===== config.mk =====
export PLATFORM = sky130hd
export DESIGN_NAME = spq_cell
export DESIGN_NICKNAME = d
export VERILOG_FILES = /design/src/sv/spq_pkg.sv /design/src/sv/spq_cell.sv
export SDC_FILE = /design/constraint.sdc
export NUM_CORES = 1
export LEC_CHECK = 0
export ABC_AREA = 0
export BUFFER_PORTS_ARGS = -buffer_cell sky130_fd_sc_hd__buf_2
export CAP_MARGIN = 20
export CORE_ASPECT_RATIO = 1.4
export CORE_MARGIN = 3
export CORE_UTILIZATION = 42
export DETAILED_ROUTE_END_ITERATION = 10
export PLACE_DENSITY = 0.88
export SYNTH_ARGS = -nofsm -noshare
export SYNTH_HDL_FRONTEND = slang
export SYNTH_SLANG_ARGS = --single-unit

===== constraint.sdc =====
create_clock -name i_clk -period 6.13 [get_ports i_clk]
set_input_delay 0.3065 -clock i_clk [delete_from_list [all_inputs] [get_ports i_clk]]
set_output_delay 0.3065 -clock i_clk [all_outputs]
set_load 0.02 [all_outputs]

===== src/sv/spq_pkg.sv =====
// Shared types and constants for the sorted-insert priority queue.
`timescale 1ns / 1ps

package spq_pkg;

    // Field widths of one transfer
    localparam int KEY_BITS     = 16;
    localparam int PAYLOAD_BITS = 32;
    localparam int OCC_BITS     = 7;
    localparam int CAPACITY_DEF = 64;

    // Operation codes
    localparam logic ACT_ENQ = 1'b0;
    localparam logic ACT_DEQ = 1'b1;

    typedef enum logic [1:0] {
        ST_OK    = 2'd0,
        ST_EMPTY = 2'd1,
        ST_FULL  = 2'd2
    } t_status;

    typedef struct packed {
        logic                    action;
        logic [KEY_BITS-1:0]     entry_key;
        logic [PAYLOAD_BITS-1:0] entry_payload;
    } t_in_item;

    typedef struct packed {
        t_status                 status;
        logic [KEY_BITS-1:0]     out_key;
        logic [PAYLOAD_BITS-1:0] out_payload;
        logic [OCC_BITS-1:0]     occupancy;
    } t_out_item;

    // Contents of one cell of the chain
    typedef struct packed {
        logic                    valid;
        logic [KEY_BITS-1:0]     key;
        logic [PAYLOAD_BITS-1:0] payload;
    } t_entry;

    // Per-cycle command broadcast to all cells
    typedef struct packed {
        logic enq;
        logic deq;
    } t_cell_ctrl;

endpackage


===== src/sv/spq_cell.sv =====
// One cell of the sorted chain: holds an entry, shifts toward head or tail.
`timescale 1ns / 1ps

module spq_cell
    import spq_pkg::*;
(
    input  logic       i_clk,
    input  logic       i_rst_n,
    input  t_cell_ctrl i_ctrl,
    input  t_entry     i_new,
    input  t_entry     i_prev,
    input  logic       i_prev_gt,
    input  t_entry     i_next,
    output t_entry     o_entry,
    output logic       o_gt
);

    t_entry r_entry;
    t_entry n_entry;

    // Held entry outranks the incoming one: it stays in front
    assign o_gt    = r_entry.valid && (r_entry.key > i_new.key);
    assign o_entry = r_entry;

    // Enqueue: keep, take the new entry, or shift from the previous cell.
    // Dequeue: pull from the next cell.
    always_comb begin
        n_entry = r_entry;
        if (i_ctrl.enq) begin
            if (o_gt) begin
                n_entry = r_entry;
            end else if (i_prev_gt) begin
                n_entry = i_new;
            end else begin
                n_entry = i_prev;
            end
        end else if (i_ctrl.deq) begin
            n_entry = i_next;
        end
    end

    // Entry register; only the valid bit is reset
    always_ff @(posedge i_clk) begin
        r_entry.key     <= n_entry.key;
        r_entry.payload <= n_entry.payload;
        if (!i_rst_n) begin
            r_entry.valid <= 1'b0;
        end else begin
            r_entry.valid <= n_entry.valid;
        end
    end

endmodule


After elaboration in Yosys (flattened, before gate mapping) --
Cells that the tools add are included. Widths: inputs -> output; s select.
Storage, ports and cells: register bits 49, input port bits 152, output and inout port bits 50, word-level logic and storage cells 12
Cells by class: order comparisons 1, equal/unequal tests 1, muxes and demuxes 4, reduce and logical (&&, ||, !) cells 3
Operators with widths (count):
- $mux 49 | 4
- $gt 16x16->1 | 1
- $ne 2x2->1 const B | 1
- $reduce_and 2->1 | 1
- $reduce_bool 2->1 | 1
- $logic_and 1x1->1 | 1

Logic depth before layout (Yosys ltp) --
Gate-level depths: netlist (run 1).
word-level depth 4, depth in mapped cells 7, mapped depth without buffers 7

Least setup slack after synthesis (run 1) --
Ideal clock, no wire load.
kind reg-to-reg, start point register r_entry, in the netlist o_entry[45], end point register r_entry, in the netlist o_entry[0], enable pin, setup time 0.482 ns, arrival 4.511 ns, required time 5.648 ns, path slack 1.137 ns, stages on the path, launching flop included 7, path buffers 0, clock period less this slack 4.993 ns, cell sequence edfxtp_1 ha_1 a21o_1 a21o_1 a2111o_1 or3_1 a31oi_1
Between the ends: longest elaborated chain between the ends 4
RTL lines:
- start: declaration | RTL line spq_cell.sv:18 | t_entry r_entry;
- $gt 16x16->1 | RTL line spq_cell.sv:22 | assign o_gt = r_entry.valid && (r_entry.key > i_new.key);
- $logic_and 1x1->1 | RTL line spq_cell.sv:22
- $ne 2x2->1 (no source line)
- $reduce_and 2->1 (no source line)
Every way passes these cells. A chain may end at the register's enable or synchronous reset.

Final worst setup path (run 1) --
start point register r_entry, in the netlist o_entry[45], end point register r_entry, in the netlist o_entry[35], enable pin
Same word-level chain as after synthesis.

==> results of run 1 <==
routing by layer:
| layer | wire length (microns) | vias to the layer above |
|---|---|---|
| met1 | 2850 | 1211 |
| met5 | 0 | - |
| met3 | 648 | 16 |
| met4 | 174 | 0 |
| li1 | - | 1383 |
| met2 | 4290 | 131 |
power groups by stage:
stage / clock (mW) / sequential, mW / combinational, mW
6_report: 0.180 / 0.422 / 0.242
5_1_grt: 0.202 / 0.427 / 0.266
4_1_cts: 0.187 / 0.423 / 0.244
3_5_place_dp: 0 / 0.430 / 0.244
3_3_place_gp: 0 / 0.428 / 0.235
2_1_floorplan: 0 / 0.477 / 0.0920
worst register-to-register path: stages, from the launching register on:
cell	delay, ns
edfxtp_1	0.40
ha_1	0.30
a21o_1	0.17
a21o_1	0.17
a2111o_1	0.41
or3_1	0.37
a31oi_4	0.17
buf_4	0.54
worst max-delay path by stage:
stage / cells after the start / start / end / slack [ns]
global route: 6 / o_entry[47] / o_entry[35] / 3.08
global placement: 9 / i_new[45] / o_entry[16] / 3.26
finish: 7 / o_entry[45] / o_entry[35] / 3.23
detailed placement: 9 / i_new[45] / o_entry[17] / 3.18
CTS: 7 / o_entry[45] / o_entry[21] / 3.21
floorplan: 6 / o_entry[45] / o_entry[0] / 1.14
metrics by stage:
step                      utilization [%]  cells  setup slack [ns]  hold WS (ns)  total power [mW]
final                                61.1    562              3.23         0.249             0.845
after global routing                 61.1    562              3.08         0.250             0.895
after CTS                            61.1    562              3.21         0.238             0.854
after detailed placement             59.9    554              3.18         0.557             0.674
after global placement               59.9    554              3.26         0.551             0.663
after floorplan                         -    275              1.14         0.441             0.569
Yosys cell counts, drive strengths merged, types with 2 or more instances:
library cell	instances	area [sq um]
a21o	2	15.0
nor4	2	12.5
edfxtp	48	1440
nand4	2	12.5
buf	7	32.5
nor2	51	191
a21boi	2	15.0
nand2	4	15.0
ha	16	200
inv	16	60.1
clkbuf	10	37.5
a21oi	53	265
mux2i	49	490
nor3	2	10.0
logic make-up after synthesis:
group / after synthesis
AO/OA/AOI/OAI: 62
multiplexers: 50
AND/OR/NAND/NOR: 65
adder cells (fa/ha/maj): 16
flip-flops: 49
buffers and inverters: 33
final cells by class:
type                    instances  area share (%)
well taps                      92            2.83
clock buffers                   5            1.69
flip-flops and latches         49            35.9
multi-input cells             193            32.5
inverters                      16            1.48
clock inverters                 3           0.307
repair buffers                204            25.3
==> summary.md, run 1 <==
| Metric | Value |
|---|---|
| Initial Utilization | `43.6%` |
| Sequential element share of the synthesized area | `between 50% and 60%` |
| GR Util met3 | `between 5 and 6%` |
| Final hold vios | `0` |
| Root Driver | `clkbuf_8` |
| Power per standard cell area | `208 nW/um^2` |
| Largest family of logic cells by synthesized area | `multiplexers` |
| Synth Cell Area | `between 2000 and 3000 sq um` |
| Area of the multi-input gates | `roughly 1300 sq um` |
| Unrepaired setup endpoints after global routing | `no` |
| Max FFs per register | `49` |
| Flops & latches, synth | `49` |
| Max incr delay on CP | `approximately 0.54 ns` |
| Fillers | `587` |
| Slew Viols, Final | `0` |
| Worst Hold Path Cells | `3` |
| Layout Nets | `between 600 and 700` |
| Busiest grt layer | `met2` |
| Die H | `104 microns` |
| Internal cell power | `591 uW` |
| Routed vias | `2,741` |
| Die Area | `about 8000 sq um` |
| Hold endpoint | `o_entry[48]` |
| RR Endpoint | `o_entry[35]` |
| Number of max-cap violations | `0` |
| Slowest stage cell, crit path | `buf_4` |
| Layout Skew | `between 0.004 and 0.005 ns` |
| DP HPWL | `between 6 and 7 mm` |
| Crit-path most repeated cell | `a21o_1` |
| Critical Path Source Type | `flop` |
| DRT Pass-1 Iters | `4` |
| Setup Crit Path Kind | `reg -> reg` |
| CTS tree | `yes` |
| H-tree level count | `2` |
| Status | `completed` |
| Xor and xnor area share after synthesis | `0%` |
| Vias in the first global route | `2,806` |
| R2R cell count | `7` |
| Area growth, synth to finish | `40.3%` |
| Die width | `76.2 microns` |
| RePlAce Congestion | `~0.8` |
| R2r startpoint | `o_entry[45]` |
| Met1 Track Usage GR | `between 20% and 30%` |
| Setup TNS | `0 ns` |
| Worst Path Max Fanout | `48` |
| Static Leak | `around 2.1 nW` |
| Detailed-route wire length per cell | `around 14 microns` |
| Setup repair bufs after CTS | `0` |
| Initial antenna violation count | `0` |
| Dominant synthesized flop cell | `edfxtp_1` |
| Final setup violation count | `0` |
| Drt drc | `0` |
| Hold Crit Start | `i_rst_n` |
| Total GRT Usage | `19.8%` |
| Clk_lat worst skew | `a little under 0.3 ns` |
| Mux cell area share after synthesis | `17.3%` |
| Largest net degree at the start of global routing | `approximately 100` |
| Hold Crit Class | `in -> reg` |
| Sink Count | `49` |
| DR vias/cell | `about 4.9` |
| Area post-placement | `around 4000 sq um` |
| Hold buffers post-CTS | `0` |
| Sequence of cells on the critical path | `ha_1, a21o_1, a21o_1, a2111o_1, or3_1, a31oi_4, buf_4` |
| Floorplan row count | `35` |
| Min cycle time layout | `between 2 and 3 ns` |
| Final instance area | `4070 sq um` |
| Comb pwr share | `between 20% and 30%` |
| Post-synthesis compound-gate area fraction | `11.6%` |
| Part of the power in registers | `roughly 50%` |
| TritonCTS Buffers | `5` |
| Gr ovfl total | `0` |
| Fraction of synthesis flops using an asynchronous set or reset pin | `0%` |
| Post-CTS resize count | `0` |
| Clock power share | `about a fifth` |
| Worst Path Buf+Inv | `1` |
| Port Buffers | `between 200 and 250` |
| Global Route met2 Usage | `38.0%` |
| Worst reg2reg setup slack | `about 3.2 ns` |
| Simple-gate portion of the synthesized area | `9.32%` |
| Initial DRC count | `~140` |
| Mapped Cells | `275` |
| Post-synth cell types | `26` |
| Worst path top cell family by delay | `compound AO/OA/AOI/OAI gates` |
| Clock transition at the registers of the reported paths | `around 0.090 ns` |
| DRT antenna net count | `0` |
| Max Fclk | `0.345 GHz` |
| Commonest non-fill, non-tap cell in the layout | `buf_2` |
| Core Footprint | `between 6000 and 7000 sq um` |
| I/O pins | `around 200` |
| ANT cells | `0` |
| Maximum buffer depth of the clock tree | `2` |
| Sequential Area | `roughly 1500 sq um` |
| CP Capture Type | `flop` |
| CP required | `just over 6 ns` |
| Share of cells above drive strength 1 | `between 40% and 50%` |
| First-pass GRT wire length | `~13 mm` |
| Post-synth EDFFs | `48` |
| Syn Area/Cell | `10.5 sq um` |
| Final period utilization | `between 40% and 50%` |
| Synth warn | `0` |
| Switching pwr | `254 uW` |
| Most frequent cells in the layout | `201 x buf_2, 53 x a21oi_1, 51 x nor2_1` |
| Routed wire length | `7.96 mm` |
| Sw frac | `between 30 and 40%` |
| Net Count, Synth | `roughly 440` |
| Arrival time worst endpoint | `around 2.8 ns` |
| Worst slew pin tran | `0.912 ns` |
| Post-Synth Adder-Cell Area | `6.90%` |
| Worst vdd ir | `around 0.11 mV` |
| Slew headroom | `between 30% and 40%` |
(Power assumes the default switching activity.)
==> run 2, diff against run 1 <==
Settings changed: ABC_AREA 0 to 1.
Clock period 6.13 ns to 2.7 ns, I/O delays scaled along.
==> run 2 against run 1 <==
- clock skew grew 0.0044 ns
- setup slack lost 2.8 ns
- flip-flop and latch count is the same
- utilization grew 0.16 points
- clock-buffer cell count grew 3
- critical path depth grew 2
- global-route usage grew 2.4 points
- non-clock buffer count grew 1
- critical path type unchanged
- largest cell class unchanged
- highest routed layer unchanged
==> summary.md, run 2 <==
| Metric | Value |
|---|---|
| Status | `completed` |
| Max Fclk | `0.450 GHz (+30%)` |
| R2r startpoint | `o_entry[39]` |
| I/O pins | `202 (unchanged)` |
| Setup Crit Path Kind | `reg -> reg` |
| Final setup violation count | `0 (unchanged)` |
| Drt drc | `0 (unchanged)` |
| Setup crit start | `o_entry[39]` |
| RR Endpoint | `o_entry[24]` |
| Vias in the first global route | `3,154 (+12%)` |
| Setup repair bufs after CTS | `0 (unchanged)` |
| Power per standard cell area | `483 nW/um^2 (+130%)` |
| Static Leak | `2.07 nW (+0.30%)` |
| DR vias/cell | `5.07 (+3.9%)` |
| Initial antenna violation count | `0 (unchanged)` |
| Clock transition at the registers of the reported paths | `0.09 ns (about the same)` |
| Routed wire length | `9.20 mm (+16%)` |
| Port Buffers | `201 (unchanged)` |
| Fraction of synthesis flops using an asynchronous set or reset pin | `0% (unchanged)` |
| Final period utilization | `82.4% (+35 points)` |
| Unrepaired setup endpoints after global routing | `no` |
| R2R cell count | `9 (+2)` |
| Most common cell in the synthesized netlist | `o21ai_0` |
| Largest net degree at the start of global routing | `53 (-48%)` |
| Worst reg2reg setup slack | `0.48 ns (-2.75 ns)` |
| Share of cells above drive strength 1 | `41.0% (-4.3 points)` |
| Critical Path Source Type | `flop` |
| Dominant synthesized flop cell | `edfxtp_1` |
| Die width | `76.8 microns (+0.79%)` |
| Commonest cells post-synth | `76 x o21ai_0, 73 x nand2_1, 48 x edfxtp_1` |
| Overall Power | `1.98 mW (+130%)` |
| Detailed-route wire length per cell | `14.4 microns (+1.8%)` |
| Die H | `105 microns (+0.81%)` |
| Layout Nets | `713 (+12%)` |
| DRT Pass-1 Iters | `4 (unchanged)` |
| Floorplan row count | `35 (unchanged)` |
| Initial DRC count | `242 (+74%)` |
| Worst slew pin tran | `0.780 ns (-0.132 ns)` |
| Die Area | `8080 sq um (+1.6%)` |
| DRT antenna net count | `0 (unchanged)` |
| First-pass GRT wire length | `14.4 mm (+12%)` |
| Maximum buffer depth of the clock tree | `2 (unchanged)` |
| RePlAce Congestion | `0.878 (+7.2%)` |
| Total GRT Usage | `22.2% (+2.4 points)` |
| Net Count, Synth | `521 (+18%)` |
| Commonest non-fill, non-tap cell in the layout | `buf_2` |
| Most frequent cells in the layout | `201 x buf_2, 76 x o21ai_0, 73 x nand2_1` |
| Clk_lat worst skew | `0.29 ns (about the same)` |
| Top cell type's share of synthesized area | `48.9% (-0.84 points)` |
| Post-synth cell types | `19 (-27%)` |
| CP Capture Type | `flop` |
| Setup TNS | `0 ns (unchanged)` |
| Slew headroom | `48.0% (+8.8 points)` |
| Hold Crit Class | `in -> reg` |
| Synth warn | `0 (unchanged)` |
| TritonCTS Buffers | `5 (unchanged)` |
| Mapped Cells | `353 (+28%)` |
| Area growth, synth to finish | `39.2%` |
| Syn Area/Cell | `8.36 sq um (-21%)` |
| Area post-placement | `4020 sq um (+0.72%)` |
| Arrival time worst endpoint | `2.23 ns (-0.61 ns)` |
| ANT cells | `0 (unchanged)` |
| Setup crit end | `o_entry[24]` |
| Gr ovfl total | `0 (unchanged)` |
| Slew Viols, Final | `0 (unchanged)` |
| Synth Cell Area | `2950 sq um (+1.7%)` |
| Initial Utilization | `44.0% (+0.46 points)` |
| Post-synth EDFFs | `48 (unchanged)` |
| Ranking of synthesized cells by area | `edfxtp_1 49%, o21ai_0 13%, nand2_1 9.3%` |
| Final core utilization | `61.3% (+0.16 points)` |
| Post-placement cell count | `630 (+14%)` |
| Final instance area | `4110 sq um (+0.92%)` |
| CTS tree | `yes` |
| Core Footprint | `6700 sq um (+0.66%)` |
| Layout Skew | `0.00886 ns (+0.00441 ns)` |
| Yosys top cell by area | `edfxtp_1` |
| Final hold vios | `0 (unchanged)` |
| CP required | `2.70 ns (-3.36 ns)` |
| Post-Layout Cell Count | `638 (+14%)` |
| Routed vias | `3,232 (+18%)` |
| Max FFs per register | `49 (unchanged)` |
| Number of max-cap violations | `0 (unchanged)` |
| H-tree level count | `2 (unchanged)` |
| Flops & latches, synth | `49 (unchanged)` |
| Worst Path Max Fanout | `19 (-60%)` |
| Root Driver | `clkbuf_8` |
| Post-CTS resize count | `0 (unchanged)` |
| Sink Count | `49 (unchanged)` |
| DP HPWL | `7.16 mm (+15%)` |
| Hold buffers post-CTS | `0 (unchanged)` |
| Sequential element share of the synthesized area | `49.5% (-0.85 points)` |
| Min cycle time layout | `2.22 ns (-0.678 ns)` |
| Worst vdd ir | `0.310 mV (+170%)` |
==> run 2: layer usage <==
| layer | GRT usage [%] | vias to the layer above | routed length (microns) |
|---|---|---|---|
| met2 | 41.8 | 159 | 5020 |
| li1 | - | 1573 | - |
| met5 | 0 | - | 0 |
| met4 | 10.2 | 0 | 310 |
| met1 | 23.3 | 1471 | 3200 |
| met3 | 4.22 | 29 | 669 |
==> run 2: logic make-up (layout without fill, tap and decap cells) <==
group / Yosys count / in the layout / share of synthesized area [%]
adders and majority gates: 16 / 16 / 6.79
buffers and inverters: 48 / 241 / 7.38
AOI/OAI and AO/OA: 105 / 105 / 17.9
and+or+nand+nor: 135 / 135 / 18.4
DFF: 49 / 49 / 49.5
==> run 2: power breakdown <==
group          internal, mW  total, mW  switching [mW]
Combinational         0.225      0.577           0.352
Clock                 0.209      0.439           0.230
Sequential            0.939      0.969          0.0296
Total                  1.37       1.98           0.611
==> run 2: critical path, stage by stage (launching register included) <==
cell and delay, ns:
edfxtp_1 0.40, ha_1 0.30, nand2_1 0.07, nor2_1 0.16, nand4_1 0.12, nor2_1 0.10
nor2_1 0.06, nand3_1 0.09, and2_2 0.40, buf_12 0.22
==> run 2: stage by stage <==
| step | hold slack, ns | setup WS (ns) |
|---|---|---|
| final | 0.116 | 0.476 |
| after detailed placement | 0.419 | 0.471 |
| after CTS | 0.101 | 0.449 |
| after floorplan | 0.312 | 0.354 |
| after global routing | 0.106 | 0.308 |
| after global placement | 0.418 | 0.555 |
==> run 2: worst min-delay path by stage <==
| stage | endpoint | depth (start not counted) | start | slack [ns] |
|---|---|---|---|---|
| 2_1_floorplan | o_entry[48] | 4 | i_rst_n | 0.31 |
| 3_3_place_gp | o_entry[48] | 5 | i_rst_n | 0.42 |
| 3_5_place_dp | o_entry[5] | 3 | i_next[5] | 0.42 |
| 4_1_cts | o_entry[5] | 3 | i_next[5] | 0.10 |
| 5_1_grt | o_entry[1] | 3 | i_next[1] | 0.11 |
| 6_report | o_entry[5] | 3 | i_next[5] | 0.12 |
==> run 2: cell type report <==
type | instances | area, sq um
multi-input combinational | 256 | 1270
clock buffer | 8 | 90.1
inverter | 28 | 108
fill | 587 | 2590
sequential | 49 | 1460
timing repair buffer | 205 | 1060
tap | 92 | 115
